File: src/rtl/evsd_pkg.sv
// Shared types, constants and helper functions of the video sample digitizer.
package evsd_pkg;

   localparam int MEDIAN_TAPS = 5;
   localparam int X_BITS      = 10;
   localparam int Y_BITS      = 9;

   localparam int SAMPLE_BITS = 8;
   localparam int COLOR_BITS  = 6;
   localparam int LEVEL_BITS  = 8;
   localparam int FRAME_BITS  = 16;
   localparam int RUN_BITS    = 8;
   localparam int RATE_BITS   = 27;
   localparam int PHASE_BITS  = 25;
   localparam int MINLINE_BITS = 10;
   localparam int WIDTH_BITS  = 10;
   localparam int HEIGHT_BITS = 9;
   localparam int ACC_BITS    = 32;

   localparam int XC_BITS = (X_BITS > MINLINE_BITS) ? X_BITS : MINLINE_BITS;
   localparam int XW_BITS = (X_BITS > WIDTH_BITS) ? X_BITS : WIDTH_BITS;
   localparam int YC_BITS = (Y_BITS > HEIGHT_BITS) ? Y_BITS : HEIGHT_BITS;
   localparam int CNT_BITS = $clog2(MEDIAN_TAPS + 1);
   localparam int MED_RANK = MEDIAN_TAPS / 2;

   localparam int CSR_ADDR_BITS = 5;
   localparam int CSR_DATA_BITS = 32;

   localparam int VSYNC_BIT = 7;
   localparam int HSYNC_BIT = 6;

   localparam logic [RATE_BITS-1:0]   SAMPLE_RATE_RESET = RATE_BITS'(24000000);
   localparam logic [RATE_BITS-1:0]   PIXEL_RATE_RESET  = RATE_BITS'(7159090);
   localparam logic [RUN_BITS-1:0]    VSYNC_RUN_RESET   = RUN_BITS'(20);
   localparam logic [RUN_BITS-1:0]    HSYNC_RUN_RESET   = RUN_BITS'(30);
   localparam logic [MINLINE_BITS-1:0] MIN_LINE_RESET   = MINLINE_BITS'(208);
   localparam logic [WIDTH_BITS-1:0]  ACTIVE_W_RESET    = WIDTH_BITS'(380);
   localparam logic [HEIGHT_BITS-1:0] ACTIVE_H_RESET    = HEIGHT_BITS'(280);

   typedef enum logic [2:0] {
      REG_SAMPLE_RATE   = 3'd0,
      REG_PIXEL_RATE    = 3'd1,
      REG_PHASE_OFFSET  = 3'd2,
      REG_VSYNC_MIN_RUN = 3'd3,
      REG_HSYNC_MIN_RUN = 3'd4,
      REG_MIN_LINE      = 3'd5,
      REG_ACTIVE_WIDTH  = 3'd6,
      REG_ACTIVE_HEIGHT = 3'd7
   } reg_index_type;

   typedef struct packed {
      logic [RATE_BITS-1:0]          sample_rate;
      logic [RATE_BITS-1:0]          pixel_rate;
      logic signed [PHASE_BITS-1:0]  phase_offset;
      logic [RUN_BITS-1:0]           vsync_min_run;
      logic [RUN_BITS-1:0]           hsync_min_run;
      logic [MINLINE_BITS-1:0]       min_line_pixels;
      logic [WIDTH_BITS-1:0]         active_width;
      logic [HEIGHT_BITS-1:0]        active_height;
   } cfg_type;

   typedef struct packed {
      logic                  pixel_write;
      logic [X_BITS-1:0]     pixel_x;
      logic [Y_BITS-1:0]     pixel_y;
      logic                  frame_start;
      logic [FRAME_BITS-1:0] frame_number;
   } track_result_type;

   typedef logic [COLOR_BITS-1:0] color_window_type [MEDIAN_TAPS];

   // A palette channel level is {hi,lo} times 0x55, which is {hi,lo} repeated.
   function automatic logic [LEVEL_BITS-1:0] palette_level(input logic hi, input logic lo);
      palette_level = {hi, lo, hi, lo, hi, lo, hi, lo};
   endfunction

   // Rank selection: a tap is the median when at most MED_RANK taps are smaller
   // and more than MED_RANK taps are smaller or equal.
   function automatic logic [COLOR_BITS-1:0] median_of(input color_window_type win);
      logic [CNT_BITS-1:0]   n_lt;
      logic [CNT_BITS-1:0]   n_le;
      logic                  found;
      logic [COLOR_BITS-1:0] pick;
      found = 1'b0;
      pick  = '0;
      for (int i = 0; i < MEDIAN_TAPS; i++) begin
         n_lt = '0;
         n_le = '0;
         for (int j = 0; j < MEDIAN_TAPS; j++) begin
            if (win[j] < win[i]) begin
               n_lt = n_lt + CNT_BITS'(1);
            end
            if (win[j] <= win[i]) begin
               n_le = n_le + CNT_BITS'(1);
            end
         end
         if (!found && (n_lt <= CNT_BITS'(MED_RANK)) && (n_le > CNT_BITS'(MED_RANK))) begin
            found = 1'b1;
            pick  = win[i];
         end
      end
      median_of = pick;
   endfunction

endpackage

File: src/rtl/ega_video_sample_digitizer.sv
// Top level of the video sample digitizer: input register, processing and result register.
//
//   channel | direction | handshake              | payload
//   req     | in        | req_valid / req_stall  | req_sample_byte
//   rsp     | out       | rsp_valid / rsp_stall  | pixel, position, colour, frame fields
//   csr     | in/out    | psel, penable, pready  | 8 registers at byte address 4*i
//
// A sample is captured in the input register at the edge that accepts it, and its result,
// if it has one, is loaded into the result register when the sample advances out of the
// input register, which a stalled result can hold off.
// One sample is accepted every cycle while the result side is not stalled; the accumulator
// and position registers are updated for each sample that advances.
// Reset is synchronous and leaves the block ready on the next cycle.
// A stalled result holds the input register, which then stalls the request side.
module ega_video_sample_digitizer (
   input  logic                                clock,
   input  logic                                reset,
   input  logic                                req_valid,
   output logic                                req_stall,
   input  logic [evsd_pkg::SAMPLE_BITS-1:0]    req_sample_byte,
   output logic                                rsp_valid,
   input  logic                                rsp_stall,
   output logic                                rsp_pixel_write,
   output logic [evsd_pkg::X_BITS-1:0]         rsp_pixel_x,
   output logic [evsd_pkg::Y_BITS-1:0]         rsp_pixel_y,
   output logic [evsd_pkg::COLOR_BITS-1:0]     rsp_pixel_index,
   output logic [evsd_pkg::LEVEL_BITS-1:0]     rsp_red,
   output logic [evsd_pkg::LEVEL_BITS-1:0]     rsp_green,
   output logic [evsd_pkg::LEVEL_BITS-1:0]     rsp_blue,
   output logic                                rsp_frame_start,
   output logic [evsd_pkg::FRAME_BITS-1:0]     rsp_frame_number,
   input  logic                                csr_psel,
   input  logic                                csr_penable,
   input  logic                                csr_pwrite,
   input  logic [evsd_pkg::CSR_ADDR_BITS-1:0]  csr_paddr,
   input  logic [evsd_pkg::CSR_DATA_BITS-1:0]  csr_pwdata,
   output logic [evsd_pkg::CSR_DATA_BITS-1:0]  csr_prdata,
   output logic                                csr_pready
);

   evsd_pkg::cfg_type                cfg;
   evsd_pkg::track_result_type       trk;
   logic [evsd_pkg::COLOR_BITS-1:0]  median_color;
   logic [evsd_pkg::COLOR_BITS-1:0]  out_index;

   logic                             in_valid_ff, in_valid_in;
   logic [evsd_pkg::SAMPLE_BITS-1:0] in_byte_ff, in_byte_in;
   logic                             out_valid_ff, out_valid_in;
   logic                             out_write_ff, out_write_in;
   logic [evsd_pkg::X_BITS-1:0]      out_x_ff, out_x_in;
   logic [evsd_pkg::Y_BITS-1:0]      out_y_ff, out_y_in;
   logic [evsd_pkg::COLOR_BITS-1:0]  out_index_ff, out_index_in;
   logic [evsd_pkg::LEVEL_BITS-1:0]  out_red_ff, out_red_in;
   logic [evsd_pkg::LEVEL_BITS-1:0]  out_green_ff, out_green_in;
   logic [evsd_pkg::LEVEL_BITS-1:0]  out_blue_ff, out_blue_in;
   logic                             out_fstart_ff, out_fstart_in;
   logic [evsd_pkg::FRAME_BITS-1:0]  out_frame_ff, out_frame_in;
   logic                             advance;
   logic                             load_out;

   evsd_csr u_csr (
      .clock       (clock),
      .reset       (reset),
      .csr_psel    (csr_psel),
      .csr_penable (csr_penable),
      .csr_pwrite  (csr_pwrite),
      .csr_paddr   (csr_paddr),
      .csr_pwdata  (csr_pwdata),
      .csr_prdata  (csr_prdata),
      .csr_pready  (csr_pready),
      .cfg         (cfg)
   );

   evsd_median u_median (
      .clock        (clock),
      .reset        (reset),
      .advance      (advance),
      .new_color    (in_byte_ff[evsd_pkg::COLOR_BITS-1:0]),
      .median_color (median_color)
   );

   evsd_track u_track (
      .clock       (clock),
      .reset       (reset),
      .advance     (advance),
      .sample_byte (in_byte_ff),
      .cfg         (cfg),
      .result      (trk)
   );

   assign advance   = in_valid_ff && (!out_valid_ff || !rsp_stall);
   assign req_stall = in_valid_ff && !advance;
   assign load_out  = advance && (trk.pixel_write || trk.frame_start);
   assign out_index = trk.pixel_write ? median_color : '0;

   always_comb begin
      in_valid_in = in_valid_ff;
      in_byte_in  = in_byte_ff;
      if (!req_stall) begin
         in_valid_in = req_valid;
         in_byte_in  = req_sample_byte;
      end
   end

   always_comb begin
      out_valid_in  = out_valid_ff && rsp_stall;
      out_write_in  = out_write_ff;
      out_x_in      = out_x_ff;
      out_y_in      = out_y_ff;
      out_index_in  = out_index_ff;
      out_red_in    = out_red_ff;
      out_green_in  = out_green_ff;
      out_blue_in   = out_blue_ff;
      out_fstart_in = out_fstart_ff;
      out_frame_in  = out_frame_ff;
      if (load_out) begin
         out_valid_in  = 1'b1;
         out_write_in  = trk.pixel_write;
         out_x_in      = trk.pixel_x;
         out_y_in      = trk.pixel_y;
         out_index_in  = out_index;
         out_red_in    = evsd_pkg::palette_level(out_index[2], out_index[3]);
         out_green_in  = evsd_pkg::palette_level(out_index[1], out_index[3]);
         out_blue_in   = evsd_pkg::palette_level(out_index[0], out_index[3]);
         out_fstart_in = trk.frame_start;
         out_frame_in  = trk.frame_number;
      end
   end

   always_ff @(posedge clock) begin
      if (reset) begin
         in_valid_ff  <= 1'b0;
         out_valid_ff <= 1'b0;
      end else begin
         in_valid_ff  <= in_valid_in;
         out_valid_ff <= out_valid_in;
      end
   end

   always_ff @(posedge clock) begin
      in_byte_ff    <= in_byte_in;
      out_write_ff  <= out_write_in;
      out_x_ff      <= out_x_in;
      out_y_ff      <= out_y_in;
      out_index_ff  <= out_index_in;
      out_red_ff    <= out_red_in;
      out_green_ff  <= out_green_in;
      out_blue_ff   <= out_blue_in;
      out_fstart_ff <= out_fstart_in;
      out_frame_ff  <= out_frame_in;
   end

   assign rsp_valid        = out_valid_ff;
   assign rsp_pixel_write  = out_write_ff;
   assign rsp_pixel_x      = out_x_ff;
   assign rsp_pixel_y      = out_y_ff;
   assign rsp_pixel_index  = out_index_ff;
   assign rsp_red          = out_red_ff;
   assign rsp_green        = out_green_ff;
   assign rsp_blue         = out_blue_ff;
   assign rsp_frame_start  = out_fstart_ff;
   assign rsp_frame_number = out_frame_ff;

endmodule

File: src/rtl/evsd_csr.sv
// Configuration register file with an APB-style write and read port.
module evsd_csr (
   input  logic                                clock,
   input  logic                                reset,
   input  logic                                csr_psel,
   input  logic                                csr_penable,
   input  logic                                csr_pwrite,
   input  logic [evsd_pkg::CSR_ADDR_BITS-1:0]  csr_paddr,
   input  logic [evsd_pkg::CSR_DATA_BITS-1:0]  csr_pwdata,
   output logic [evsd_pkg::CSR_DATA_BITS-1:0]  csr_prdata,
   output logic                                csr_pready,
   output evsd_pkg::cfg_type                   cfg
);

   evsd_pkg::cfg_type       cfg_ff;
   evsd_pkg::cfg_type       cfg_in;
   evsd_pkg::reg_index_type reg_sel;
   logic                    wr_en;

   assign csr_pready = 1'b1;
   assign reg_sel    = evsd_pkg::reg_index_type'(csr_paddr[4:2]);
   assign wr_en      = csr_psel && csr_penable && csr_pwrite && csr_pready;
   assign cfg        = cfg_ff;

   always_comb begin
      cfg_in = cfg_ff;
      if (wr_en) begin
         unique case (reg_sel)
            evsd_pkg::REG_SAMPLE_RATE: begin
               cfg_in.sample_rate = csr_pwdata[evsd_pkg::RATE_BITS-1:0];
            end
            evsd_pkg::REG_PIXEL_RATE: begin
               cfg_in.pixel_rate = csr_pwdata[evsd_pkg::RATE_BITS-1:0];
            end
            evsd_pkg::REG_PHASE_OFFSET: begin
               cfg_in.phase_offset = csr_pwdata[evsd_pkg::PHASE_BITS-1:0];
            end
            evsd_pkg::REG_VSYNC_MIN_RUN: begin
               cfg_in.vsync_min_run = csr_pwdata[evsd_pkg::RUN_BITS-1:0];
            end
            evsd_pkg::REG_HSYNC_MIN_RUN: begin
               cfg_in.hsync_min_run = csr_pwdata[evsd_pkg::RUN_BITS-1:0];
            end
            evsd_pkg::REG_MIN_LINE: begin
               cfg_in.min_line_pixels = csr_pwdata[evsd_pkg::MINLINE_BITS-1:0];
            end
            evsd_pkg::REG_ACTIVE_WIDTH: begin
               cfg_in.active_width = csr_pwdata[evsd_pkg::WIDTH_BITS-1:0];
            end
            evsd_pkg::REG_ACTIVE_HEIGHT: begin
               cfg_in.active_height = csr_pwdata[evsd_pkg::HEIGHT_BITS-1:0];
            end
         endcase
      end
   end

   always_comb begin
      unique case (reg_sel)
         evsd_pkg::REG_SAMPLE_RATE: begin
            csr_prdata = evsd_pkg::CSR_DATA_BITS'(cfg_ff.sample_rate);
         end
         evsd_pkg::REG_PIXEL_RATE: begin
            csr_prdata = evsd_pkg::CSR_DATA_BITS'(cfg_ff.pixel_rate);
         end
         evsd_pkg::REG_PHASE_OFFSET: begin
            csr_prdata = evsd_pkg::CSR_DATA_BITS'(unsigned'(cfg_ff.phase_offset));
         end
         evsd_pkg::REG_VSYNC_MIN_RUN: begin
            csr_prdata = evsd_pkg::CSR_DATA_BITS'(cfg_ff.vsync_min_run);
         end
         evsd_pkg::REG_HSYNC_MIN_RUN: begin
            csr_prdata = evsd_pkg::CSR_DATA_BITS'(cfg_ff.hsync_min_run);
         end
         evsd_pkg::REG_MIN_LINE: begin
            csr_prdata = evsd_pkg::CSR_DATA_BITS'(cfg_ff.min_line_pixels);
         end
         evsd_pkg::REG_ACTIVE_WIDTH: begin
            csr_prdata = evsd_pkg::CSR_DATA_BITS'(cfg_ff.active_width);
         end
         evsd_pkg::REG_ACTIVE_HEIGHT: begin
            csr_prdata = evsd_pkg::CSR_DATA_BITS'(cfg_ff.active_height);
         end
      endcase
   end

   always_ff @(posedge clock) begin
      if (reset) begin
         cfg_ff.sample_rate     <= evsd_pkg::SAMPLE_RATE_RESET;
         cfg_ff.pixel_rate      <= evsd_pkg::PIXEL_RATE_RESET;
         cfg_ff.phase_offset    <= '0;
         cfg_ff.vsync_min_run   <= evsd_pkg::VSYNC_RUN_RESET;
         cfg_ff.hsync_min_run   <= evsd_pkg::HSYNC_RUN_RESET;
         cfg_ff.min_line_pixels <= evsd_pkg::MIN_LINE_RESET;
         cfg_ff.active_width    <= evsd_pkg::ACTIVE_W_RESET;
         cfg_ff.active_height   <= evsd_pkg::ACTIVE_H_RESET;
      end else begin
         cfg_ff <= cfg_in;
      end
   end

endmodule

File: src/rtl/evsd_median.sv
// Colour history shift line and median selection over the newest taps.
module evsd_median (
   input  logic                             clock,
   input  logic                             reset,
   input  logic                             advance,
   input  logic [evsd_pkg::COLOR_BITS-1:0]  new_color,
   output logic [evsd_pkg::COLOR_BITS-1:0]  median_color
);

   logic [evsd_pkg::COLOR_BITS-1:0] hist_ff [evsd_pkg::MEDIAN_TAPS-1];
   evsd_pkg::color_window_type      window;

   always_comb begin
      window[0] = new_color;
      for (int i = 1; i < evsd_pkg::MEDIAN_TAPS; i++) begin
         window[i] = hist_ff[i-1];
      end
   end

   assign median_color = evsd_pkg::median_of(window);

   always_ff @(posedge clock) begin
      if (reset) begin
         for (int i = 0; i < evsd_pkg::MEDIAN_TAPS - 1; i++) begin
            hist_ff[i] <= '0;
         end
      end else if (advance) begin
         for (int i = 0; i < evsd_pkg::MEDIAN_TAPS - 1; i++) begin
            hist_ff[i] <= window[i];
         end
      end
   end

endmodule

File: src/rtl/evsd_track.sv
// Sync separation, rate accumulator resampling and pixel position tracking.
module evsd_track (
   input  logic                              clock,
   input  logic                              reset,
   input  logic                              advance,
   input  logic [evsd_pkg::SAMPLE_BITS-1:0]  sample_byte,
   input  evsd_pkg::cfg_type                 cfg,
   output evsd_pkg::track_result_type        result
);

   localparam logic [evsd_pkg::X_BITS-1:0]   X_MAX = '1;
   localparam logic [evsd_pkg::Y_BITS-1:0]   Y_MAX = '1;
   localparam logic [evsd_pkg::RUN_BITS-1:0] RUN_MAX = '1;

   logic signed [evsd_pkg::ACC_BITS-1:0] acc_ff, acc_in;
   logic [evsd_pkg::X_BITS-1:0]          x_ff, x_in;
   logic [evsd_pkg::Y_BITS-1:0]          y_ff, y_in;
   logic [evsd_pkg::RUN_BITS-1:0]        vrun_ff, vrun_in;
   logic [evsd_pkg::RUN_BITS-1:0]        hrun_ff, hrun_in;
   logic                                 flag_ff, flag_in;
   logic [evsd_pkg::FRAME_BITS-1:0]      frame_ff, frame_in;

   logic [evsd_pkg::RUN_BITS-1:0]        vrun_inc;
   logic [evsd_pkg::RUN_BITS-1:0]        hrun_inc;
   logic [evsd_pkg::Y_BITS-1:0]          y_mid;
   logic [evsd_pkg::X_BITS-1:0]          x_mid;
   logic                                 fstart;
   logic                                 wrote;
   logic signed [evsd_pkg::ACC_BITS-1:0] sample_ext;
   logic signed [evsd_pkg::ACC_BITS-1:0] pixel_ext;
   logic signed [evsd_pkg::ACC_BITS-1:0] phase_ext;

   assign sample_ext = signed'(evsd_pkg::ACC_BITS'(cfg.sample_rate));
   assign pixel_ext  = signed'(evsd_pkg::ACC_BITS'(cfg.pixel_rate));
   assign phase_ext  = evsd_pkg::ACC_BITS'(cfg.phase_offset);
   assign vrun_inc   = (vrun_ff == RUN_MAX) ? vrun_ff : vrun_ff + 1'b1;
   assign hrun_inc   = (hrun_ff == RUN_MAX) ? hrun_ff : hrun_ff + 1'b1;

   always_comb begin
      vrun_in  = vrun_ff;
      flag_in  = flag_ff;
      frame_in = frame_ff;
      y_mid    = y_ff;
      fstart   = 1'b0;
      if (!sample_byte[evsd_pkg::VSYNC_BIT]) begin
         vrun_in = '0;
         flag_in = 1'b0;
      end else begin
         vrun_in = vrun_inc;
         if (vrun_inc > cfg.vsync_min_run) begin
            vrun_in = '0;
            y_mid   = '0;
            if (!flag_ff) begin
               flag_in  = 1'b1;
               frame_in = frame_ff + 1'b1;
               fstart   = 1'b1;
            end
         end
      end

      wrote = 1'b0;
      x_mid = x_ff;
      if (acc_ff < 0) begin
         acc_in = acc_ff + sample_ext;
         wrote  = (evsd_pkg::XW_BITS'(x_ff) < evsd_pkg::XW_BITS'(cfg.active_width))
                  && (evsd_pkg::YC_BITS'(y_mid) < evsd_pkg::YC_BITS'(cfg.active_height));
         x_mid  = (x_ff == X_MAX) ? x_ff : x_ff + 1'b1;
      end else begin
         acc_in = acc_ff - pixel_ext;
      end

      x_in    = x_mid;
      y_in    = y_mid;
      hrun_in = '0;
      if (sample_byte[evsd_pkg::HSYNC_BIT]) begin
         hrun_in = hrun_inc;
         if ((hrun_inc > cfg.hsync_min_run)
             && (evsd_pkg::XC_BITS'(x_mid) > evsd_pkg::XC_BITS'(cfg.min_line_pixels))) begin
            y_in   = (y_mid == Y_MAX) ? y_mid : y_mid + 1'b1;
            acc_in = sample_ext + phase_ext;
            x_in   = '0;
         end
      end
   end

   always_comb begin
      result.pixel_write  = wrote;
      result.pixel_x      = wrote ? x_ff : '0;
      result.pixel_y      = wrote ? y_mid : '0;
      result.frame_start  = fstart;
      result.frame_number = frame_in;
   end

   always_ff @(posedge clock) begin
      if (reset) begin
         acc_ff   <= signed'(evsd_pkg::ACC_BITS'(evsd_pkg::SAMPLE_RATE_RESET));
         x_ff     <= '0;
         y_ff     <= '0;
         vrun_ff  <= '0;
         hrun_ff  <= '0;
         flag_ff  <= 1'b0;
         frame_ff <= '0;
      end else if (advance) begin
         acc_ff   <= acc_in;
         x_ff     <= x_in;
         y_ff     <= y_in;
         vrun_ff  <= vrun_in;
         hrun_ff  <= hrun_in;
         flag_ff  <= flag_in;
         frame_ff <= frame_in;
      end
   end

endmodule

File: config.mk
export PLATFORM = sky130hd
export DESIGN_NAME = ega_video_sample_digitizer
export DESIGN_NICKNAME = d
export VERILOG_FILES = /design/src/rtl/evsd_pkg.sv /design/src/rtl/ega_video_sample_digitizer.sv /design/src/rtl/evsd_csr.sv /design/src/rtl/evsd_median.sv /design/src/rtl/evsd_track.sv
export SDC_FILE = /design/constraint.sdc
export NUM_CORES = 1
export LEC_CHECK = 0
export BUFFER_PORTS_ARGS = -buffer_cell sky130_fd_sc_hd__buf_2
export CAP_MARGIN = 30
export CORE_AREA = 2 2 230 209
export CTS_BUF_LIST = sky130_fd_sc_hd__clkbuf_4 sky130_fd_sc_hd__clkbuf_8
export CTS_CLUSTER_DIAMETER = 150
export DETAILED_ROUTE_END_ITERATION = 10
export DIE_AREA = 0 0 232 211
export HOLD_SLACK_MARGIN = 0.12
export REMOVE_ABC_BUFFERS = 1
export SETUP_SLACK_MARGIN = 0.5
export SYNTH_ARGS = -nofsm -noshare
export SYNTH_HDL_FRONTEND = slang
export SYNTH_HIERARCHICAL = 1
export SYNTH_SLANG_ARGS = --single-unit
File: constraint.sdc
create_clock -name clock -period 6.8 [get_ports clock]
set_clock_uncertainty 0.15 [all_clocks]
set_input_delay 0 -clock clock [delete_from_list [all_inputs] [get_ports clock]]
set_output_delay 0 -clock clock [all_outputs]
set_load 0.01 [all_outputs]
==> results.yml <==
logic_synthesis:
  yosysSeqAreaShare_pct: 31.0
  synth_xor_area_share_pct: 5.16
  yosys_warnings: 6
  ys.flop_type: "dfxtp_1"
  muxShareOfSynthArea_pct: 2.80
  syn_avg_cell_area_sq_um: 8.12
  synth-seq-cells: 285
  synth_fa_ha_area_share_pct: 12.4
  post_synth_main_area_contributors: "dfxtp_1, ha_1, edfxtp_1"
  synth.distinct_cells: 93
  synth-simple-area-share_pct: 21.8
  synth_compound_area_share_pct: 20.3
  yosys.area.top_type: "dfxtp_1"
  synth_top_family_by_area: "simple AND/OR/NAND/NOR gates"
  synthCells: 2560
  synthesis.area_sq_mm: 0.0208
  netlist.area_leader.share_pct: 20.2
  synth_edf_count: 75
  async_flop_share_pct: 0
setup_path:
  r2r-end: "rsp_pixel_x[7]$_DFFE_PP_"
  reg2regPathDepth: 22
  rrSetupSlack_ps: 1180
  cp-end-kind: "register"
  path_class: "register to register"
  r2r_start: "u_track/vrun_ff[0]$_SDFFE_PP0P_"
  worst_setup_path_start_kind: "register"
  critPathArrivalTime_ps: 5820
  critical_path_required_ps: 7000
  crit_fanout: 28
hold_path:
  min_to: "u_csr/cfg[98]$_SDFFE_PP0P_"
  hold-path-cell-count: 5
  hp-class: "primary input to register"
  min-delay-start: "csr_paddr[2]"
timing:
  finalSetupViolations: 0
  fin_crit_sh_pct: 82.6
  tightest_slew_ps: 1060
  period_needed_ps: 5620
  fin_hold_ws_ps: 182
  drv_slew: 0
  maxSlewHeadroom_pct: 29.6
  rsz0062_at_grt: "false"
  fin_setup_tns_ps: 0
  finalHoldViolations: 0
  clock.fmax_mhz: 178
layout:
  n_antenna_cell: 0
  fin_nets: 2973
  final_area_sq_mm: 0.0238
  drive_above_1_share_pct: 11.3
  fillers: 4483
  stdcell_count: 3376
  area_growth_pct: 14.6
pwr:
  p_per_area_mw_per_mm2: 260
  clkPwrFrac_pct: 30.6
  swShare_pct: 36.6
  ir_worst_vdd_uv: 147
  power_frac_comb_pct: 38.6
  finalPower_mw: 6.19
  p_sw_mw: 2.27
  p_leak_nw: 9.97
  p_int_mw: 3.92
  seqPwrFrac_pct: 30.7
clocking:
  cts_buffers: 52
  root_buffer: "clkbuf_8"
  holdBufCountCts: 94
  postCtsSetupRepairBufs: 0
  clock_sinks: 285
  cts_buffer_depth: 3
  worstSkewPairLatency_ps: 670
  cts-resized-gates: 0
  path_clk_slew_ps: 60
  htreeDepth: 2
  cts_tree: "yes"
global_routing:
  grt_max_degree: 90
  grt_use_total_pct: 24.6
  antenna_found_initial: 0
  grt_overflow_total: 0
  grt_pass1_vias: 18500
  grt_pass1_wl_um: 96900
job:
  max-cap-violations: 0
route:
  via_per_inst: 5.66
  via_count: 19100
  drt-pass1-iter-count: 5
  drc: 0
  post_drt_wl_per_cell_um: 18.1
  wl_um: 61000
  drtIter0Drc: 1273
  drtAntennaViolNets: 0
die:
  die_w_um: 232
  io_pins: 154
  chipHeight_um: 211
  die_area_sq_mm: 0.0490
  initial_core_util_pct: 44.8
  fp.coreArea_sq_mm: 0.0465
  placementRows: 75
place:
  place_area_sq_mm: 0.0217
  io_buffers: 140
  dp_hpwl_um: 43300
  dp_cells: 3185
  gp_congestion: 0.907
run_status:
  status: "finished, final reports clean"
==> power groups by stage <==
stage / Combinational, mW / Clock, mW / Sequential [mW]
final: 2.39 / 1.90 / 1.90
after global routing: 2.66 / 2.02 / 1.91
after CTS: 2.36 / 1.95 / 1.90
after detailed placement: 2.30 / 0 / 1.94
after global placement: 2.24 / 0 / 1.94
after floorplan: 1.70 / 0 / 1.96
==> metal layers <==
layer	GRT usage, %	share of wire [%]	vias up
met1	31.9	45	9042
li1	-	-	9402
met2	41.6	47	562
met5	0	0	-
met4	8.02	2.5	0
met3	4.23	5.8	111
==> sequential cells by signal, summed over array words and instances, names as in the netlist, 5 cells and up <==
register and flops:
u_csr/cfg 124, u_track/acc_ff 32, u_median/hist_ff 24, rsp_frame_number 16, u_track/frame_ff 16, rsp_pixel_x 10
u_track/x_ff 10, rsp_pixel_y 9, u_track/y_ff 9, in_byte_ff 8, u_track/hrun_ff 8, u_track/vrun_ff 8
rsp_pixel_index 5
==> final cells by class <==
class / instances / area [sq um] / area share [%]
inverters: 143 / 539 / 2.26
clock buffers: 85 / 1030 / 4.30
repair buffers: 257 / 1840 / 7.72
flip-flops and latches: 285 / 6460 / 27.1
well taps: 616 / 771 / 3.23
multi-input cells: 1979 / 13000 / 54.6
clock inverters: 11 / 191 / 0.803
==> cell families (layout without fill, tap and decap cells) <==
kind of cell    Yosys count  after routing
fa+ha+maj               203            203
compound gates          667            667
mux                      56             56
simple gates            926            926
flops                   285            285
buf+inv                 300            496
other cells               2              6
xor+xnor                121            121
==> worst max path at each step <==
stage	from	end	cells after the start
after floorplan	u_track/vrun_ff[0]$_SDFFE_PP0P_	rsp_frame_number[0]$_DFFE_PP_	21
after global placement	u_track/vrun_ff[0]$_SDFFE_PP0P_	rsp_pixel_index[5]$_SDFFCE_PN0P_	22
after detailed placement	u_track/vrun_ff[0]$_SDFFE_PP0P_	rsp_pixel_index[0]$_SDFFCE_PN0P_	22
after CTS	u_track/vrun_ff[0]$_SDFFE_PP0P_	rsp_pixel_index[0]$_SDFFCE_PN0P_	22
after global routing	u_track/vrun_ff[0]$_SDFFE_PP0P_	rsp_pixel_x[7]$_DFFE_PP_	22
final	u_track/vrun_ff[0]$_SDFFE_PP0P_	rsp_pixel_x[7]$_DFFE_PP_	22
==> critical path: stages, from the launching register on <==
cell and delay, ps:
dfxtp_1 380, ha_1 210, nand2_1 110, nor2_1 150
nand3_1 260, nand4_1 210, xnor2_1 160, ha_1 280
a21o_1 160, a21o_1 170, a21oi_1 460, a211o_1 450
and2_1 200, ha_1 240, a21oi_1 160, nor2b_1 60
o21ai_0 140, nand4_1 100, a21oi_1 140, o21ai_0 140
a41oi_2 230, o211a_2 490, buf_12 250
==> cell usage after synthesis (all sizes together) (8+ instances only) <==
cell      n
ha      198
and2     66
nor2b    20
o211ai   13
o21bai   11
xnor2    70
a211o    12
nand3    47
a311oi    8
xor2     50
and3     21
a211oi   41
clkbuf   70
a21o     44
or3      18
a22oi    12
a221oi   21
inv     143
nand2   339
a22o      9
nor4     22
nor2    205
nand4    41
dfxtp   210
nand3b   50
and4     10
mux2     17
o21ai   157
o21a     24
a31oi    20
a21oi   236
nand2b   29
nor3     42
buf      87
edfxtp   75
mux2i    39
==> through the flow <==
stage	setup WS, ps	util [%]
2_1_floorplan	912	-
3_3_place_gp	1320	46.6
3_5_place_dp	1230	46.6
4_1_cts	1230	51.3
5_1_grt	743	51.3
6_report	1180	51.3
==> placed cells by master, fill, tap and decap left out, types with 18 or more instances in the layout <==
master,instances
nand3_1,46
a31oi_1,20
nand3b_1,50
nor2b_1,20
edfxtp_1,75
ha_1,198
inv_1,141
or3_1,18
clkbuf_4,23
nor3_1,40
buf_4,21
nor4_1,20
o21ai_0,140
a211oi_1,39
nand4_1,40
a21oi_1,233
nor2_1,201
xor2_1,50
and2_1,65
a221oi_1,18
o21a_1,24
a21o_1,44
mux2i_1,39
nand2b_1,28
clkbuf_8,62
dfxtp_1,209
buf_2,139
dlygate4sd3_1,94
xnor2_1,70
nand2_1,338
and3_1,21
No activity file was read; power rests on OpenSTA's default activity.
